[src/rtl/jts_pkg.sv]
// Shared types and constants of the JSON token scanner.
package jts_pkg;

	localparam int POSITION_BITS = 24;
	localparam int Q_DEPTH       = 4;
	localparam int Q_AW          = 2;
	localparam int SLOTS         = 3;

	typedef enum logic [3:0] {
		KIND_END    = 4'd0,
		KIND_WORD   = 4'd1,
		KIND_QUOTED = 4'd2,
		KIND_LBRACE = 4'd3,
		KIND_RBRACE = 4'd4,
		KIND_LBRACK = 4'd5,
		KIND_RBRACK = 4'd6,
		KIND_NUMBER = 4'd7,
		KIND_COMMA  = 4'd8,
		KIND_COLON  = 4'd9
	} kind_t;

	typedef logic [POSITION_BITS-1:0] pos_t;

	typedef struct packed {
		kind_t kind;
		pos_t  offset;
		pos_t  length;
		pos_t  column;
		pos_t  line;
		logic  err;
	} tok_t;

	// Up to three results raised by one text byte, in emission order.
	typedef struct packed {
		logic [SLOTS-1:0]       valid;
		tok_t [SLOTS-1:0]       tok;
	} group_t;

endpackage

[src/rtl/jts_front.sv]
// Front end: accepts text bytes, tracks scan state and builds result groups.
module jts_front (
	input  logic             clk,
	input  logic             arst_n,
	input  logic             in_valid,
	output logic             in_stall,
	input  logic [7:0]       text_byte,
	input  logic             end_of_text,
	input  logic             q_full,
	output logic             push,
	output jts_pkg::group_t  grp
);

	typedef enum logic [1:0] {
		MODE_IDLE   = 2'd0,
		MODE_NUMBER = 2'd1,
		MODE_WORD   = 2'd2,
		MODE_QUOTED = 2'd3
	} mode_t;

	localparam logic [7:0] CH_COMMA  = 8'h2C;
	localparam logic [7:0] CH_COLON  = 8'h3A;
	localparam logic [7:0] CH_LBRACK = 8'h5B;
	localparam logic [7:0] CH_RBRACK = 8'h5D;
	localparam logic [7:0] CH_LBRACE = 8'h7B;
	localparam logic [7:0] CH_RBRACE = 8'h7D;
	localparam logic [7:0] CH_QUOTE  = 8'h22;
	localparam logic [7:0] CH_BSLASH = 8'h5C;
	localparam logic [7:0] CH_DOT    = 8'h2E;
	localparam logic [7:0] CH_MINUS  = 8'h2D;
	localparam logic [7:0] CH_PLUS   = 8'h2B;
	localparam logic [7:0] CH_LF     = 8'h0A;
	localparam logic [7:0] CH_CR     = 8'h0D;
	localparam logic [7:0] CH_TAB    = 8'h09;
	localparam logic [7:0] CH_SPACE  = 8'h20;

	localparam jts_pkg::pos_t POS_MAX = '1;
	localparam jts_pkg::pos_t POS_ONE = jts_pkg::pos_t'(1);

	function automatic jts_pkg::pos_t sat_inc(input jts_pkg::pos_t v);
		return (v == POS_MAX) ? v : v + POS_ONE;
	endfunction

	function automatic logic is_space(input logic [7:0] b);
		return b == CH_SPACE || b == CH_LF || b == CH_CR || b == CH_TAB;
	endfunction

	function automatic logic is_digit(input logic [7:0] b);
		return b >= 8'h30 && b <= 8'h39;
	endfunction

	function automatic logic is_num_byte(input logic [7:0] b);
		return is_digit(b) || (b >= 8'h61 && b <= 8'h66) || (b >= 8'h41 && b <= 8'h46) ||
			b == CH_DOT || b == CH_MINUS || b == CH_PLUS;
	endfunction

	function automatic logic ends_word(input logic [7:0] b);
		return is_space(b) || b == CH_COMMA || b == CH_RBRACE || b == CH_RBRACK;
	endfunction

	mode_t         mode_q, mode_n;
	logic          esc_q, esc_n;
	jts_pkg::pos_t pos_q, pos_n, col_q, col_n, line_q, line_n;
	jts_pkg::pos_t so_q, so_n, sc_q, sc_n, sl_q, sl_n;
	jts_pkg::pos_t nxt_pos;
	logic          single;
	jts_pkg::kind_t single_kind;
	logic          accept;

	assign in_stall = q_full;
	assign accept   = in_valid && !q_full;
	assign push     = accept && (grp.valid != '0);

	always_comb begin
		single      = 1'b1;
		single_kind = jts_pkg::KIND_END;
		unique case (text_byte)
			CH_LBRACE: single_kind = jts_pkg::KIND_LBRACE;
			CH_RBRACE: single_kind = jts_pkg::KIND_RBRACE;
			CH_LBRACK: single_kind = jts_pkg::KIND_LBRACK;
			CH_RBRACK: single_kind = jts_pkg::KIND_RBRACK;
			CH_COMMA:  single_kind = jts_pkg::KIND_COMMA;
			CH_COLON:  single_kind = jts_pkg::KIND_COLON;
			default:   single      = 1'b0;
		endcase
	end

	always_comb begin
		nxt_pos = sat_inc(pos_q);
		mode_n  = mode_q;
		esc_n   = esc_q;
		so_n    = so_q;
		sc_n    = sc_q;
		sl_n    = sl_q;
		grp     = '0;

		if (mode_q == MODE_QUOTED) begin
			if (text_byte == CH_QUOTE && !esc_q) begin
				grp.valid[0] = 1'b1;
				grp.tok[0]   = '{jts_pkg::KIND_QUOTED, so_q, nxt_pos - so_q, sc_q, sl_q, 1'b0};
				mode_n       = MODE_IDLE;
				esc_n        = 1'b0;
			end else begin
				esc_n = !esc_q && text_byte == CH_BSLASH;
			end
		end else begin
			// Close a pending number or bare word; the closing byte is rescanned.
			if (mode_q == MODE_NUMBER && !is_num_byte(text_byte)) begin
				grp.valid[0] = 1'b1;
				grp.tok[0]   = '{jts_pkg::KIND_NUMBER, so_q, pos_q - so_q, sc_q, sl_q, 1'b0};
				mode_n       = MODE_IDLE;
			end else if (mode_q == MODE_WORD && ends_word(text_byte)) begin
				grp.valid[0] = 1'b1;
				grp.tok[0]   = '{jts_pkg::KIND_WORD, so_q, pos_q - so_q, sc_q, sl_q, 1'b0};
				mode_n       = MODE_IDLE;
			end
			if (mode_n == MODE_IDLE && !is_space(text_byte)) begin
				priority if (single) begin
					grp.valid[1] = 1'b1;
					grp.tok[1]   = '{single_kind, pos_q, POS_ONE, col_q, line_q, 1'b0};
				end else begin
					so_n = pos_q;
					sc_n = col_q;
					sl_n = line_q;
					if (is_digit(text_byte) || text_byte == CH_DOT) begin
						mode_n = MODE_NUMBER;
					end else if (text_byte == CH_QUOTE) begin
						mode_n = MODE_QUOTED;
						esc_n  = 1'b0;
					end else begin
						mode_n = MODE_WORD;
					end
				end
			end
		end

		pos_n = nxt_pos;
		if (text_byte == CH_LF) begin
			col_n  = POS_ONE;
			line_n = sat_inc(line_q);
		end else begin
			col_n  = sat_inc(col_q);
			line_n = line_q;
		end

		if (end_of_text) begin
			// Flush a pending token, then the end marker, then restart the text.
			unique case (mode_n)
				MODE_NUMBER: begin
					grp.valid[1] = 1'b1;
					grp.tok[1]   = '{jts_pkg::KIND_NUMBER, so_n, pos_n - so_n, sc_n, sl_n, 1'b0};
				end
				MODE_WORD: begin
					grp.valid[1] = 1'b1;
					grp.tok[1]   = '{jts_pkg::KIND_WORD, so_n, pos_n - so_n, sc_n, sl_n, 1'b0};
				end
				MODE_QUOTED: begin
					grp.valid[1] = 1'b1;
					grp.tok[1]   = '{jts_pkg::KIND_QUOTED, so_n, pos_n - so_n, sc_n, sl_n, 1'b1};
				end
				MODE_IDLE: begin
				end
			endcase
			grp.valid[2] = 1'b1;
			grp.tok[2]   = '{jts_pkg::KIND_END, pos_n, '0, col_n, line_n, 1'b0};
			mode_n = MODE_IDLE;
			esc_n  = 1'b0;
			pos_n  = '0;
			col_n  = POS_ONE;
			line_n = POS_ONE;
			so_n   = '0;
			sc_n   = POS_ONE;
			sl_n   = POS_ONE;
		end
	end

	always_ff @(posedge clk or negedge arst_n) begin
		if (!arst_n) begin
			mode_q <= MODE_IDLE;
			esc_q  <= 1'b0;
			pos_q  <= '0;
			col_q  <= POS_ONE;
			line_q <= POS_ONE;
			so_q   <= '0;
			sc_q   <= POS_ONE;
			sl_q   <= POS_ONE;
		end else if (accept) begin
			mode_q <= mode_n;
			esc_q  <= esc_n;
			pos_q  <= pos_n;
			col_q  <= col_n;
			line_q <= line_n;
			so_q   <= so_n;
			sc_q   <= sc_n;
			sl_q   <= sl_n;
		end
	end

endmodule

[src/rtl/jts_queue.sv]
// Small queue of result groups between the front and back ends.
module jts_queue (
	input  logic            clk,
	input  logic            arst_n,
	input  logic            push,
	input  jts_pkg::group_t wr_grp,
	input  logic            pop,
	output jts_pkg::group_t rd_grp,
	output logic            empty,
	output logic            full
);

	jts_pkg::group_t             mem_q [jts_pkg::Q_DEPTH];
	logic [jts_pkg::Q_AW-1:0]    wr_ptr_q, rd_ptr_q;
	logic [jts_pkg::Q_AW:0]      cnt_q;

	assign empty  = cnt_q == '0;
	assign full   = cnt_q == (jts_pkg::Q_AW+1)'(jts_pkg::Q_DEPTH);
	assign rd_grp = mem_q[rd_ptr_q];

	always_ff @(posedge clk) begin
		if (push) begin
			mem_q[wr_ptr_q] <= wr_grp;
		end
	end

	always_ff @(posedge clk or negedge arst_n) begin
		if (!arst_n) begin
			wr_ptr_q <= '0;
			rd_ptr_q <= '0;
			cnt_q    <= '0;
		end else begin
			if (push) begin
				wr_ptr_q <= wr_ptr_q + 1'b1;
			end
			if (pop) begin
				rd_ptr_q <= rd_ptr_q + 1'b1;
			end
			unique case ({push, pop})
				2'b10:   cnt_q <= cnt_q + 1'b1;
				2'b01:   cnt_q <= cnt_q - 1'b1;
				default: cnt_q <= cnt_q;
			endcase
		end
	end

endmodule

[src/rtl/jts_back.sv]
// Back end: hands out the results of the head group one word at a time.
module jts_back (
	input  logic            clk,
	input  logic            arst_n,
	input  jts_pkg::group_t head,
	input  logic            empty,
	output logic            pop,
	output logic            out_valid,
	input  logic            out_stall,
	output jts_pkg::tok_t   tok,
	output logic            last
);

	logic [jts_pkg::SLOTS-1:0] done_q;
	logic [jts_pkg::SLOTS-1:0] left;
	logic [jts_pkg::SLOTS-1:0] pick;
	logic [1:0]                idx;
	logic                      take;

	assign left      = head.valid & ~done_q;
	assign out_valid = !empty;
	assign take      = out_valid && !out_stall;

	always_comb begin
		priority if (left[0]) begin
			idx  = 2'd0;
			pick = 3'b001;
		end else if (left[1]) begin
			idx  = 2'd1;
			pick = 3'b010;
		end else begin
			idx  = 2'd2;
			pick = 3'b100;
		end
	end

	assign tok  = head.tok[idx];
	assign last = (left & ~pick) == '0;
	assign pop  = take && last;

	always_ff @(posedge clk or negedge arst_n) begin
		if (!arst_n) begin
			done_q <= '0;
		end else if (take) begin
			done_q <= last ? '0 : (done_q | pick);
		end
	end

endmodule

[src/rtl/json_token_scanner.sv]
// Top level of the streaming JSON token scanner.
//
// Input channel: one text byte per word (text_byte, end_of_text), taken at a
// rising edge with in_valid high and in_stall low. end_of_text flags the last
// byte of a text; the scanner then flushes and starts afresh on the next byte.
// Output channel: one token per word (kind, offset, length, column, line,
// unterminated_error, last_of_run), taken with out_valid high, out_stall low.
// A byte raises zero to three tokens; last_of_run marks the final one.
// Throughput: one byte per cycle while no byte raises more than one token
// and out_stall stays low; the output side gives one token per cycle while
// out_stall is low. A token's group enters the queue when its byte is taken
// and is shown once the groups ahead have left. A four-group queue sits
// between the byte scanner and the token serialiser, so in_stall rises only
// when that queue is full, i.e. when the serialiser has fallen four groups
// behind, through receiver stalls or through a run of bytes that each raise
// several tokens. Reset clears scan state to line 1, column 1, offset 0 and
// empties the queue; nothing is emitted until bytes arrive.
module json_token_scanner (
	input  logic        clk,
	input  logic        arst_n,
	input  logic        in_valid,
	output logic        in_stall,
	input  logic [7:0]  text_byte,
	input  logic        end_of_text,
	output logic        out_valid,
	input  logic        out_stall,
	output logic [3:0]  token_kind,
	output logic [23:0] token_offset,
	output logic [23:0] token_length,
	output logic [23:0] token_column,
	output logic [23:0] token_line,
	output logic        unterminated_error,
	output logic        last_of_run
);

	jts_pkg::group_t grp, head;
	jts_pkg::tok_t   tok;
	logic            push, pop, empty, full;

	// Scan bytes and build the token group for each.
	jts_front u_front (
		.clk        (clk),
		.arst_n     (arst_n),
		.in_valid   (in_valid),
		.in_stall   (in_stall),
		.text_byte  (text_byte),
		.end_of_text(end_of_text),
		.q_full     (full),
		.push       (push),
		.grp        (grp)
	);

	// Hold groups while the receiver stalls or a group is still being serialised.
	jts_queue u_queue (
		.clk    (clk),
		.arst_n (arst_n),
		.push   (push),
		.wr_grp (grp),
		.pop    (pop),
		.rd_grp (head),
		.empty  (empty),
		.full   (full)
	);

	// Serialise each group into single token words.
	jts_back u_back (
		.clk      (clk),
		.arst_n   (arst_n),
		.head     (head),
		.empty    (empty),
		.pop      (pop),
		.out_valid(out_valid),
		.out_stall(out_stall),
		.tok      (tok),
		.last     (last_of_run)
	);

	assign token_kind         = tok.kind;
	assign token_offset       = tok.offset;
	assign token_length       = tok.length;
	assign token_column       = tok.column;
	assign token_line         = tok.line;
	assign unterminated_error = tok.err;

endmodule

[config.mk]
export PLATFORM = sky130hd
export DESIGN_NAME = json_token_scanner
export DESIGN_NICKNAME = d
export VERILOG_FILES = /design/src/rtl/jts_pkg.sv /design/src/rtl/jts_front.sv /design/src/rtl/jts_queue.sv /design/src/rtl/jts_back.sv /design/src/rtl/json_token_scanner.sv
export SDC_FILE = /design/constraint.sdc
export NUM_CORES = 2
export LEC_CHECK = 0
export CORE_MARGIN = 1
export CORE_UTILIZATION = 50
export DETAILED_ROUTE_END_ITERATION = 10
export DONT_BUFFER_PORTS = 1
export GPL_TIMING_DRIVEN = 1
export HOLD_SLACK_MARGIN = 0.12
export PLACE_DENSITY = 0.62
export SETUP_SLACK_MARGIN = 0.15
export SLEW_MARGIN = 20
export SYNTH_ARGS = -nofsm -noshare
export SYNTH_HDL_FRONTEND = slang
export SYNTH_SLANG_ARGS = --single-unit
[constraint.sdc]
create_clock -name clk -period 10.9 [get_ports clk]
set_input_delay 0.545 -clock clk [delete_from_list [all_inputs] [get_ports clk]]
set_output_delay 0.545 -clock clk [all_outputs]
set_load 0.01 [all_outputs]
==> results.cfg <==
[setup_path]
cp-endpoint = u_queue.mem_q[3][109]$_DFFE_PP_
startpoint = u_front.mode_q[1]$_DFFE_PN0P_
cp.arrival_ns = 6.70
critPathKind = flop to flop
cp-start-kind = flop
critPathRequiredTime_ns = 11.48
r2r_start = u_front.mode_q[1]$_DFFE_PN0P_
regToRegEndpoint = u_queue.mem_q[3][109]$_DFFE_PP_
reg2reg_depth = 12
reg2reg_slack_ns = 4.78
cp-end-kind = flop
cp_max_fo = 40

[clock_tree]
hold_buffers = 8
clk_latency_ns = 0.75
root_buffer = clkbuf_16
clock-sinks = 1257
h-tree-depth = 4
cts_resized = 0
postCtsSetupBuffers = 0
clockBufferDepth = 3
cts_tree = yes
path_clk_slew_ns = 0.06
numCtsBuffers = 133

[pwr]
ir_drop_v = 0.000240
p_per_area_nw_per_um2 = 270
p_leak_nw = 20.6
power.total_w = 0.0166

[routing]
wl_per_cell_um = 26.0
firstDrtPassIters = 6
wirelength_mm = 135
drc = 0
first_iter_violations = 2874
antenna_left = 0
vias = 32100
vias_per_cell = 6.17

[sta]
rsz0062_at_grt = no
fmax_ghz = 0.163
slew_viol_final = 0
min_period_ns = 6.12
hold_viol_final = 0
period_share = 0.561
skew_ns = 0.0275
tightest_slew_ns = 1.14
finalSetupTns_ns = 0
finalSetupViolCount = 0
max_slew_margin = 0.241

[synthesis]
synth.most_common_cell = edfxtp_1
synthTopCellsByCount = edfxtp_1, nand2_1, o21ai_0, mux4_2, clkbuf_1
synth_cell_types = 81
yosys.area.top_type = edfxtp_1
syn_inst = 3685
synthesis.nets = 3784
syn_avg_cell_area_um2 = 15.1
netlist_area_um2 = 55600
async_flop_share = 0.125
yosysWarningCount = 0
synth_flop_cell = edfxtp_1
ys_seq_area_frac = 0.665
synth_area_leaders = edfxtp_1, mux4_2, dfrtp_1, o21ai_0, mux2i_1
synth-edff-count = 1100
yosys.area.top_type_share = 0.594
ys_ff_latch = 1257

[grt]
gr-usage-all-layers = 0.243
grt_overflow = 0
grt_max_degree = 190
grt_pass1_vias = 32700
antenna_found_initial = 1
grt_pass1_wl_mm = 205

[floorplan]
core-area_um2 = 110000
die-area_um2 = 113000
core.rowCount = 121
fp.dieW_um = 336
die_h_um = 336
ios = 117
start_util = 0.507

[cells_and_area]
fin_nets = 3714
multi_input_area_um2 = 17500
syn_to_final_growth_pct = 10.6
num-fill-cells = 8621
regArea_um2 = 37000
drive_above_1_share = 0.143

[placement]
gp_congestion = 0.914
port_buffers = 0
hpwl_mm = 79.0

[worst_hold_path]
hp-class = primary input to flop

[job]
max-cap-violations = 0

[status]
status = complete, no violations
## report_power, final
| group | internal, W | total (W) | switching [W] |
|---|---|---|---|
| Sequential | 0.00598 | 0.00626 | 0.000284 |
| Clock | 0.00265 | 0.00448 | 0.00183 |
| Combinational | 0.00216 | 0.00588 | 0.00372 |
## placed cells by master (no fill, tap or decap), types with 54 or more instances in the layout
| cell type | instances |
|---|---|
| nand2_1 | 269 |
| mux4_2 | 235 |
| a22o_1 | 72 |
| clkbuf_16 | 137 |
| mux2i_1 | 103 |
| ha_1 | 82 |
| dfrtp_1 | 151 |
| nor2_1 | 161 |
| a22oi_1 | 87 |
| inv_1 | 66 |
| edfxtp_1 | 1100 |
| and2_1 | 79 |
| o21ai_0 | 250 |
| xnor2_1 | 77 |
| a21oi_1 | 131 |
| xor2_1 | 54 |
## state kept, by name, summed over array words and instances, names as in the netlist
signal	flops
u_back.done_q	3
u_front.col_q	24
u_front.esc_q	1
u_front.line_q	24
u_front.mode_q	2
u_front.pos_q	24
u_front.sc_q	24
u_front.sl_q	24
u_front.so_q	24
u_queue.cnt_q	3
u_queue.mem_q	1100
u_queue.rd_ptr_q	2
u_queue.wr_ptr_q	2
## worst min path at each step
stage	start	end	slack [ns]	cells after the start
global placement	arst_n	u_front.sc_q[21]$_DFFE_PN0P_	0.28	0
detailed placement	arst_n	u_front.sc_q[21]$_DFFE_PN0P_	0.28	0
CTS	text_byte[5]	u_front.esc_q$_DFFE_PN0P_	0.12	4
global route	end_of_text	u_queue.mem_q[2][291]$_DFFE_PP_	0.13	1
finish	end_of_text	u_queue.mem_q[2][291]$_DFFE_PP_	0.17	1
floorplan	arst_n	u_back.done_q[0]$_DFFE_PN0P_	0.25	0
## metal layers
metal	GRT usage	up-vias	wire [µm]
met5	0	-	0
met4	0.0664	0	2720
met3	0.0414	193	8330
met2	0.411	1112	68000
met1	0.326	16500	56400
li1	-	14300	-
## final cells by class
| type | instances | area share |
|---|---|---|
| inverters | 67 | 0.00409 |
| flip-flops and latches | 1257 | 0.601 |
| multi-input cells | 2105 | 0.285 |
| repair buffers | 51 | 0.00901 |
| clock buffers | 174 | 0.0596 |
| clock inverters | 68 | 0.0115 |
| diodes | 3 | 0.000122 |
| well taps | 1476 | 0.0300 |
## per-stage QoR
step / area, µm² / hold slack [ns] / utilization / setup slack [ns] / std cells
after global routing: 61500 / 0.133 / 0.561 / 4.60 / 5198
final: 61500 / 0.169 / 0.561 / 4.78 / 5201
after detailed placement: 57000 / 0.281 / 0.520 / 4.42 / 4948
after CTS: 61500 / 0.121 / 0.561 / 4.85 / 5198
after global placement: 57000 / 0.280 / 0.520 / 4.68 / 4948
after floorplan: 55600 / 0.249 / - / 1.25 / 3685
## worst max-delay path, cell delays in order, from the launching register on
cell	delay, ns
dfrtp_1	0.51
a41o_1	0.32
o31ai_4	0.50
nand3_4	0.71
buf_4	0.59
o21ai_0	0.25
nand2_1	0.17
ha_1	0.31
nand2b_1	0.27
nor2_1	0.79
a21o_2	0.45
buf_4	0.63
a22o_1	0.29
## cell families after synthesis
group,Yosys count,share of synthesized area
simple gates,747,0.0639
fa+ha+maj,87,0.0201
flops,1257,0.665
mux,339,0.114
buf+inv,323,0.0222
xor+xnor,131,0.0206
compound gates,801,0.0944
(Power assumes the default switching activity.)
